==> src/hdl/sha256_pkg.sv <==
`timescale 1ns / 1ps
`default_nettype none

package sha256_pkg;

  // Block geometry and padding constants
  localparam int unsigned BLOCK_BYTES = 64;
  localparam int unsigned FILL_W      = 7;
  localparam int unsigned LEN_POS     = 56;
  localparam int unsigned ROUNDS      = 64;
  localparam int unsigned ROUND_W     = 6;
  localparam int unsigned COUNT_W     = 61;
  localparam int unsigned WORDS       = 8;
  localparam int unsigned WORD_IDX_W  = 3;
  localparam int unsigned MSG_W       = 512;
  localparam logic [7:0]  PAD_MARK    = 8'h80;

  // Initial hash value
  localparam logic [31:0] SHA_INIT [WORDS] = '{
    32'h6a09e667, 32'hbb67ae85, 32'h3c6ef372, 32'ha54ff53a,
    32'h510e527f, 32'h9b05688c, 32'h1f83d9ab, 32'h5be0cd19
  };

  // Round constants
  localparam logic [31:0] SHA_K [ROUNDS] = '{
    32'h428a2f98, 32'h71374491, 32'hb5c0fbcf, 32'he9b5dba5,
    32'h3956c25b, 32'h59f111f1, 32'h923f82a4, 32'hab1c5ed5,
    32'hd807aa98, 32'h12835b01, 32'h243185be, 32'h550c7dc3,
    32'h72be5d74, 32'h80deb1fe, 32'h9bdc06a7, 32'hc19bf174,
    32'he49b69c1, 32'hefbe4786, 32'h0fc19dc6, 32'h240ca1cc,
    32'h2de92c6f, 32'h4a7484aa, 32'h5cb0a9dc, 32'h76f988da,
    32'h983e5152, 32'ha831c66d, 32'hb00327c8, 32'hbf597fc7,
    32'hc6e00bf3, 32'hd5a79147, 32'h06ca6351, 32'h14292967,
    32'h27b70a85, 32'h2e1b2138, 32'h4d2c6dfc, 32'h53380d13,
    32'h650a7354, 32'h766a0abb, 32'h81c2c92e, 32'h92722c85,
    32'ha2bfe8a1, 32'ha81a664b, 32'hc24b8b70, 32'hc76c51a3,
    32'hd192e819, 32'hd6990624, 32'hf40e3585, 32'h106aa070,
    32'h19a4c116, 32'h1e376c08, 32'h2748774c, 32'h34b0bcb5,
    32'h391c0cb3, 32'h4ed8aa4a, 32'h5b9cca4f, 32'h682e6ff3,
    32'h748f82ee, 32'h78a5636f, 32'h84c87814, 32'h8cc70208,
    32'h90befffa, 32'ha4506ceb, 32'hbef9a3f7, 32'hc67178f2
  };

  // Controls for the message register
  typedef struct packed {
    logic       shift_byte;
    logic [7:0] byte_data;
    logic       expand;
  } msg_ctrl_t;

  // Controls for the compression core
  typedef struct packed {
    logic load;
    logic round;
    logic update;
    logic reinit;
  } core_ctrl_t;

  function automatic logic [31:0] big_sigma0(input logic [31:0] x);
    return {x[1:0], x[31:2]} ^ {x[12:0], x[31:13]} ^ {x[21:0], x[31:22]};
  endfunction

  function automatic logic [31:0] big_sigma1(input logic [31:0] x);
    return {x[5:0], x[31:6]} ^ {x[10:0], x[31:11]} ^ {x[24:0], x[31:25]};
  endfunction

  function automatic logic [31:0] small_sigma0(input logic [31:0] x);
    return {x[6:0], x[31:7]} ^ {x[17:0], x[31:18]} ^ {3'b000, x[31:3]};
  endfunction

  function automatic logic [31:0] small_sigma1(input logic [31:0] x);
    return {x[16:0], x[31:17]} ^ {x[18:0], x[31:19]} ^ {10'b0, x[31:10]};
  endfunction

endpackage

`default_nettype wire

==> src/hdl/sha256_msg.sv <==
`timescale 1ns / 1ps
`default_nettype none

module sha256_msg
  import sha256_pkg::*;
(
  input  wire logic        clk,
  input  wire msg_ctrl_t   ctrl,
  output logic [31:0]      w_cur
);

  // Word k of the window sits at msg[MSG_W-1-32k -: 32]; word 0 is the oldest
  logic [MSG_W-1:0] msg;
  logic [31:0]      w_new;

  assign w_cur = msg[MSG_W-1 -: 32];

  // Expand the schedule: W16 from W14, W9, W1 and W0 of the window
  assign w_new = small_sigma1(msg[63:32]) + msg[223:192]
               + small_sigma0(msg[479:448]) + msg[511:480];

  // Shift bytes in while filling, words while running rounds
  always_ff @(posedge clk) begin
    if (ctrl.shift_byte) begin
      msg <= {msg[MSG_W-9:0], ctrl.byte_data};
    end else if (ctrl.expand) begin
      msg <= {msg[MSG_W-33:0], w_new};
    end
  end

endmodule

`default_nettype wire

==> src/hdl/sha256_core.sv <==
`timescale 1ns / 1ps
`default_nettype none

module sha256_core
  import sha256_pkg::*;
(
  input  wire logic                  clk,
  input  wire logic                  rst,
  input  wire core_ctrl_t            ctrl,
  input  wire logic [31:0]           w_cur,
  input  wire logic [31:0]           k_cur,
  input  wire logic [WORD_IDX_W-1:0] word_sel,
  output logic [31:0]                digest
);

  logic [31:0] hash [WORDS];
  logic [31:0] wv   [WORDS];
  logic [31:0] t1;
  logic [31:0] t2;
  logic [31:0] ch;
  logic [31:0] maj;

  // One compression round on the working variables
  always_comb begin
    ch  = (wv[4] & wv[5]) ^ (~wv[4] & wv[6]);
    maj = (wv[0] & wv[1]) ^ (wv[0] & wv[2]) ^ (wv[1] & wv[2]);
    t1  = wv[7] + big_sigma1(wv[4]) + ch + k_cur + w_cur;
    t2  = big_sigma0(wv[0]) + maj;
  end

  // Load from the hash state, or advance one round
  always_ff @(posedge clk) begin
    if (ctrl.load) begin
      for (int j = 0; j < WORDS; j++) begin
        wv[j] <= hash[j];
      end
    end else if (ctrl.round) begin
      wv[7] <= wv[6];
      wv[6] <= wv[5];
      wv[5] <= wv[4];
      wv[4] <= wv[3] + t1;
      wv[3] <= wv[2];
      wv[2] <= wv[1];
      wv[1] <= wv[0];
      wv[0] <= t1 + t2;
    end
  end

  // Fold the working variables into the hash state; restore after a digest
  always_ff @(posedge clk) begin
    if (rst || ctrl.reinit) begin
      for (int j = 0; j < WORDS; j++) begin
        hash[j] <= SHA_INIT[j];
      end
    end else if (ctrl.update) begin
      for (int j = 0; j < WORDS; j++) begin
        hash[j] <= hash[j] + wv[j];
      end
    end
  end

  assign digest = hash[word_sel];

endmodule

`default_nettype wire

==> src/hdl/sha256_hash_engine.sv <==
`timescale 1ns / 1ps
`default_nettype none

// Channel   Handshake              Payload
// input     in_valid / in_stall    msg_byte, byte_present, final_item
// output    out_valid / out_stall  digest_word, word_number, last_word
//
// A message byte is taken while in_stall is low. Each full 64-byte block costs one load,
// 64 rounds of the shared round unit and one hash update, during which in_stall is high.
// A final item adds the padding bytes, one or two compressions, then eight output
// transfers. Reset is synchronous and restores the initial hash value at once.
// out_stall holds the current digest word.
module sha256_hash_engine
  import sha256_pkg::*;
(
  input  wire logic        clk,
  input  wire logic        rst,
  input  wire logic        in_valid,
  output logic             in_stall,
  input  wire logic [7:0]  msg_byte,
  input  wire logic        byte_present,
  input  wire logic        final_item,
  output logic             out_valid,
  input  wire logic        out_stall,
  output logic [31:0]      digest_word,
  output logic [2:0]       word_number,
  output logic             last_word
);

  typedef enum logic [5:0] {
    S_IDLE  = 6'b000001,
    S_LOAD  = 6'b000010,
    S_ROUND = 6'b000100,
    S_UPD   = 6'b001000,
    S_PAD   = 6'b010000,
    S_OUT   = 6'b100000
  } state_t;

  state_t                  state;
  state_t                  state_next;
  logic [FILL_W-1:0]       fill;
  logic [FILL_W-1:0]       fill_next;
  logic [COUNT_W-1:0]      bytes_seen;
  logic [ROUND_W-1:0]      round_cnt;
  logic [WORD_IDX_W-1:0]   word_cnt;
  logic                    pad_active;
  logic                    marker_done;
  logic                    len_block;

  logic                    in_fire;
  logic                    out_fire;
  logic                    take_byte;
  logic [63:0]             len_shift;
  logic [7:0]              pad_byte;
  logic [31:0]             w_cur;
  logic [31:0]             digest;
  msg_ctrl_t               mctrl;
  core_ctrl_t              cctrl;

  assign in_stall  = (state != S_IDLE);
  assign in_fire   = in_valid && !in_stall;
  assign out_valid = (state == S_OUT);
  assign out_fire  = out_valid && !out_stall;
  assign take_byte = in_fire && byte_present;

  // Pick the padding byte: marker, zero fill or big-endian bit length
  assign len_shift = {bytes_seen, 3'b000} >> {~fill[2:0], 3'b000};
  always_comb begin
    if (!marker_done) begin
      pad_byte = PAD_MARK;
    end else if (len_block && (fill >= FILL_W'(LEN_POS))) begin
      pad_byte = len_shift[7:0];
    end else begin
      pad_byte = 8'h00;
    end
  end

  // Sequence the block: fill, load, rounds, update, padding, output
  always_comb begin
    state_next = state;
    fill_next  = fill;
    case (state)
      S_IDLE: begin
        if (take_byte) begin
          fill_next = fill + 1'b1;
        end
        if (take_byte && (fill == FILL_W'(BLOCK_BYTES - 1))) begin
          state_next = S_LOAD;
        end else if (in_fire && final_item) begin
          state_next = S_PAD;
        end
      end
      S_LOAD: begin
        fill_next  = '0;
        state_next = S_ROUND;
      end
      S_ROUND: begin
        if (round_cnt == ROUND_W'(ROUNDS - 1)) begin
          state_next = S_UPD;
        end
      end
      S_UPD: begin
        if (!pad_active) begin
          state_next = S_IDLE;
        end else if (marker_done && len_block) begin
          state_next = S_OUT;
        end else begin
          state_next = S_PAD;
        end
      end
      S_PAD: begin
        fill_next = fill + 1'b1;
        if (fill == FILL_W'(BLOCK_BYTES - 1)) begin
          state_next = S_LOAD;
        end
      end
      S_OUT: begin
        if (out_fire && (word_cnt == WORD_IDX_W'(WORDS - 1))) begin
          state_next = S_IDLE;
        end
      end
      default: begin
        state_next = S_IDLE;
      end
    endcase
  end

  // Hold control state and counters
  always_ff @(posedge clk) begin
    if (rst) begin
      state       <= S_IDLE;
      fill        <= '0;
      bytes_seen  <= '0;
      round_cnt   <= '0;
      word_cnt    <= '0;
      pad_active  <= 1'b0;
      marker_done <= 1'b0;
      len_block   <= 1'b0;
    end else begin
      state <= state_next;
      fill  <= fill_next;
      if (take_byte) begin
        bytes_seen <= bytes_seen + 1'b1;
      end
      if (in_fire && final_item) begin
        pad_active  <= 1'b1;
        marker_done <= 1'b0;
        len_block   <= 1'b0;
      end
      if (state == S_LOAD) begin
        round_cnt <= '0;
      end else if (state == S_ROUND) begin
        round_cnt <= round_cnt + 1'b1;
      end
      // Length goes in this block only if the marker leaves room for it
      if ((state == S_PAD) && !marker_done) begin
        marker_done <= 1'b1;
        len_block   <= (fill < FILL_W'(LEN_POS));
      end
      if ((state == S_UPD) && pad_active && marker_done) begin
        len_block <= 1'b1;
      end
      if (state == S_UPD) begin
        word_cnt <= '0;
      end else if (out_fire) begin
        word_cnt <= word_cnt + 1'b1;
      end
      // Drop the message state once the last word has gone
      if (out_fire && (word_cnt == WORD_IDX_W'(WORDS - 1))) begin
        bytes_seen <= '0;
        pad_active <= 1'b0;
      end
    end
  end

  // Steer the message register and the core
  always_comb begin
    mctrl.shift_byte = take_byte || (state == S_PAD);
    mctrl.byte_data  = (state == S_PAD) ? pad_byte : msg_byte;
    mctrl.expand     = (state == S_ROUND);
    cctrl.load       = (state == S_LOAD);
    cctrl.round      = (state == S_ROUND);
    cctrl.update     = (state == S_UPD);
    cctrl.reinit     = out_fire && (word_cnt == WORD_IDX_W'(WORDS - 1));
  end

  sha256_msg u_msg (
    .clk   (clk),
    .ctrl  (mctrl),
    .w_cur (w_cur)
  );

  sha256_core u_core (
    .clk      (clk),
    .rst      (rst),
    .ctrl     (cctrl),
    .w_cur    (w_cur),
    .k_cur    (SHA_K[round_cnt]),
    .word_sel (word_cnt),
    .digest   (digest)
  );

  assign digest_word = digest;
  assign word_number = word_cnt;
  assign last_word   = (word_cnt == WORD_IDX_W'(WORDS - 1));

endmodule

`default_nettype wire

==> config.mk <==
export PLATFORM = sky130hd
export DESIGN_NAME = sha256_hash_engine
export DESIGN_NICKNAME = d
export VERILOG_FILES = /design/src/hdl/sha256_pkg.sv /design/src/hdl/sha256_msg.sv /design/src/hdl/sha256_core.sv /design/src/hdl/sha256_hash_engine.sv
export SDC_FILE = /design/constraint.sdc
export NUM_CORES = 2
export LEC_CHECK = 0
export BUFFER_PORTS_ARGS = -buffer_cell sky130_fd_sc_hd__buf_2
export CORE_MARGIN = 8
export CORE_UTILIZATION = 45
export DETAILED_ROUTE_END_ITERATION = 8
export HOLD_SLACK_MARGIN = 0.1
export PLACE_DENSITY = 0.71
export SLEW_MARGIN = 5
export SYNTH_ARGS = -nofsm -noshare
export SYNTH_HDL_FRONTEND = slang
export SYNTH_HIERARCHICAL = 1
export SYNTH_SLANG_ARGS = --single-unit
==> constraint.sdc <==
create_clock -name clk -period 9 [get_ports clk]
set_clock_uncertainty 0.2 [all_clocks]
set_input_delay 0 -clock clk [delete_from_list [all_inputs] [get_ports clk]]
set_output_delay 0 -clock clk [all_outputs]
set_load 0.03 [all_outputs]
==> summary.md <==
| Metric | Value |
|---|---|
| Full die area | approximately 0.18 sq mm |
| Largest net degree at the start of global routing | 212 |
| Final period util | 0.964 |
| CTS buffer count | approximately 130 |
| Final Non-Filler Cells | 9631 |
| Syn-to-layout area delta | 10.2% |
| Die H | about 430 um |
| Worst setup startpoint | round_cnt[0] |
| CTS root buf | clkbuf_16 |
| DRC violations left | 0 |
| Synth area leader | edfxtp_1 |
| Pwr dens | about 380 mW/mm^2 |
| Worst hold path class | in2reg |
| Worst slew pin tran | roughly 1200 ps |
| Pleak | around 32 nW |
| Antenna violations before repair | 1 |
| Yosys reg bits | around 1100 |
| Final WL | around 230000 um |
| Worst path required time | 9300 ps |
| Placed cells | between 9000 and 10000 |
| Placement Rows | approximately 150 |
| Seq/Total Area, Yosys | 0.423 |
| Mapped Avg Cell Area | ~11 sq um |
| Final instance area | about 0.085 sq mm |
| Placer Congestion | ~1 |
| Hold Slack | roughly 160 ps |
| Gr ovfl total | 0 |
| Tmin final | roughly 8700 ps |
| Hold EP | u_msg/msg[3] |
| Status | completed |
| Worst R2R Setup Slack | 320 ps |
| Register area | around 0.032 sq mm |
| Tot Pwr | approximately 32 mW |
| Port Buffers | between 50 and 60 |
| Hpwl dp | approximately 170000 um |
| Critical Path Most Common Cell | inv_1 |
| Final setup viols | 0 |
| Worst R2R End | u_core/wv[0][30] |
| Vias in the first global route | around 57000 |
| Max-cap violations | 0 |
| Final Hold Viols | 0 |
| Share of the synthesized area in the top cell type | 0.400 |
| CTS tree | done |
| Multi-input gate area | around 0.041 sq mm |
| Clk_lat worst skew | slightly below 800 ps |
| Hold_sp | msg_byte[3] |
| Mapped Nets | 7867 |
| Cells on worst reg2reg path | 36 |
| Post-DR vias/cell | between 5 and 6 |
| Worst r2r src | round_cnt[0] |
| Routed len/inst | about 24 um |
| Crit path kind | reg2reg |
| Cells after synthesis | between 7000 and 8000 |
| Io pins | 52 |
| Ys async rst share | 0 |
| Layout cell share with drive strength beyond 1 | 0.162 |
| Synth Cell Area | just under 0.08 sq mm |
| Critical path startpoint category | flop |
| Synth unique cells | 111 |
| CP max stage cell | mux4_2 |
| Maximum vdd drop | 0.438 mV |
| H-Tree Depth | 4 |
| Die W | 429 um |
| Crit path arrival time | about 9000 ps |
| Hold depth | 6 |
| Placed instance area | 0.0801 sq mm |
| GRT Total Usage | 0.239 |
| Max stage delay on crit path | approximately 530 ps |
| Clk sinks | 1110 |
| Nets | 7915 |
| Worst-path fanout max | 7 |
| Max Slew Vio Count | 0 |
| Critical Path End Type | flop |
| Fill cells | roughly 15000 |
| Clk buf depth | 3 |
| Via count | 57300 |
| Ys flop type | edfxtp_1 |
| Core box area | around 0.17 sq mm |
| Pre-antenna DRT Iters | 6 |
| Worst-path clk slew | 60 ps |
| Initial drt markers | ~5300 |
| Initial Util | 0.453 |
| Warnings from Yosys | 6 |
| Ranking of synthesized cells by area | edfxtp_1, mux2_2, ha_1 |
| First-pass GRT wire length | approximately 350000 um |
| Antenna-violating nets left | 0 |
| Number of flops mapped to enable cells by yosys | between 1000 and 1500 |
| Fmax achieved | roughly 120 MHz |
| Slew Limit Headroom | 0.193 |
==> worst max-delay path: cells and delay by family (launching register included) <==
family,cells,cell delay [ps]
DFF,1,330
xor gates and xnor gates,2,330
muxes,1,530
buffers and inverters,8,940
AOI/OAI and AO/OA,13,2460
adders and majority gates,7,2400
and+or+nand+nor,5,1180
==> cell families after synthesis <==
family / Yosys count / share of synthesized area
XOR/XNOR: 580 / 0.0665
adder cells (fa/ha/maj): 619 / 0.119
AO/OA/AOI/OAI: 1440 / 0.121
flip-flops: 1110 / 0.423
AND/OR/NAND/NOR: 2049 / 0.120
multiplexers: 671 / 0.110
buffers and inverters: 795 / 0.0412
==> layout by cell type (no fill, tap or decap), drive strengths merged, types with 37 or more instances in the layout <==
| cell | instances |
|---|---|
| ha | 394 |
| dfxtp | 86 |
| o21bai | 39 |
| o21ai | 383 |
| inv | 425 |
| xnor2 | 381 |
| clkbuf | 168 |
| xor2 | 197 |
| buf | 267 |
| mux4 | 88 |
| nand3 | 112 |
| a211oi | 71 |
| clkinv | 56 |
| nor2 | 368 |
| mux2 | 538 |
| or3 | 51 |
| a31oi | 60 |
| edfxtp | 1024 |
| nand4 | 63 |
| and3 | 48 |
| nor3 | 110 |
| a21oi | 372 |
| nor2b | 50 |
| nand2b | 71 |
| nand2 | 1052 |
| o21a | 81 |
| mux2i | 45 |
| o31ai | 37 |
| fa | 195 |
| a21o | 167 |
==> what timing repair did <==
action,in CTS,in global routing
setup buffers,0,4
hold buffers,21,0
gates resized for setup,0,44
setup endpoints to repair,0,21
endpoints found under the hold margin,131,0
==> cell usage after synthesis (37+ instances only) <==
cell and n:
or3_1 51, o21a_1 81, nand2_1 1051, mux4_2 88, ha_1 394, a31oi_1 59
fa_1 195, a211oi_1 69, buf_2 42, o21ai_0 354, mux2i_1 45, inv_1 418
nor2_1 368, mux2_2 538, xnor2_1 381, clkbuf_1 267, a21o_1 166, nor3_1 108
nand3_1 112, a21oi_1 370, dfxtp_1 86, o21bai_1 37, nand2b_1 71, and3_1 46
edfxtp_1 1024, nor2b_1 50, nand4_1 61, xor2_1 197
==> through the flow <==
step                utilization  setup WS (ps)  TNS [ps]
floorplan                     -            105         0
CTS                       0.498           62.9         0
finish                    0.500            321         0
global route              0.500          -57.0      -148
global placement          0.472            101         0
detailed placement        0.472           83.4         0
==> area by class of cell <==
type,count,share of cell area
Multi-Input combinational cell,5359,0.490
Sequential cell,1110,0.384
Clock buffer,168,0.0417
Tap cell,2218,0.0328
Timing Repair Buffer,288,0.0262
Inverter,422,0.0187
Clock inverter,65,0.00691
Antenna cell,1,0.0000295
==> how the worst max path moves through the flow <==
stage / end / slack (ps) / cells past startpoint
2_1_floorplan: u_core/wv[0][30] / 100 / 37
3_3_place_gp: u_core/wv[0][30] / 100 / 36
3_5_place_dp: u_core/wv[0][30] / 80 / 36
4_1_cts: u_core/wv[0][30] / 60 / 35
5_1_grt: u_core/wv[0][30] / -60 / 37
6_report: u_core/wv[0][30] / 320 / 36
==> report_power, final <==
part,leakage [nW],internal [mW],total [mW],switching [mW]
registers,9.99,7.23,7.97,0.742
clock network,2.01,2.92,5.18,2.26
logic,19.8,8.12,19.1,11.0
==> registers in the layout, summed over array words and instances (netlist names) <==
name	count
state	6
marker_done	1
round_cnt	6
u_core/wv	256
bytes_seen	61
len_block	1
u_msg/msg	512
fill	7
u_core/hash	256
word_number	3
pad_active	1
==> routing by layer <==
layer,GRT usage,wire length [um],vias up
met5,0,0,-
met3,0.0346,15300,544
met4,0.118,13100,0
li1,-,-,26200
met1,0.308,93400,28300
met2,0.396,108000,2252
Power figures use the tool's default switching activity.
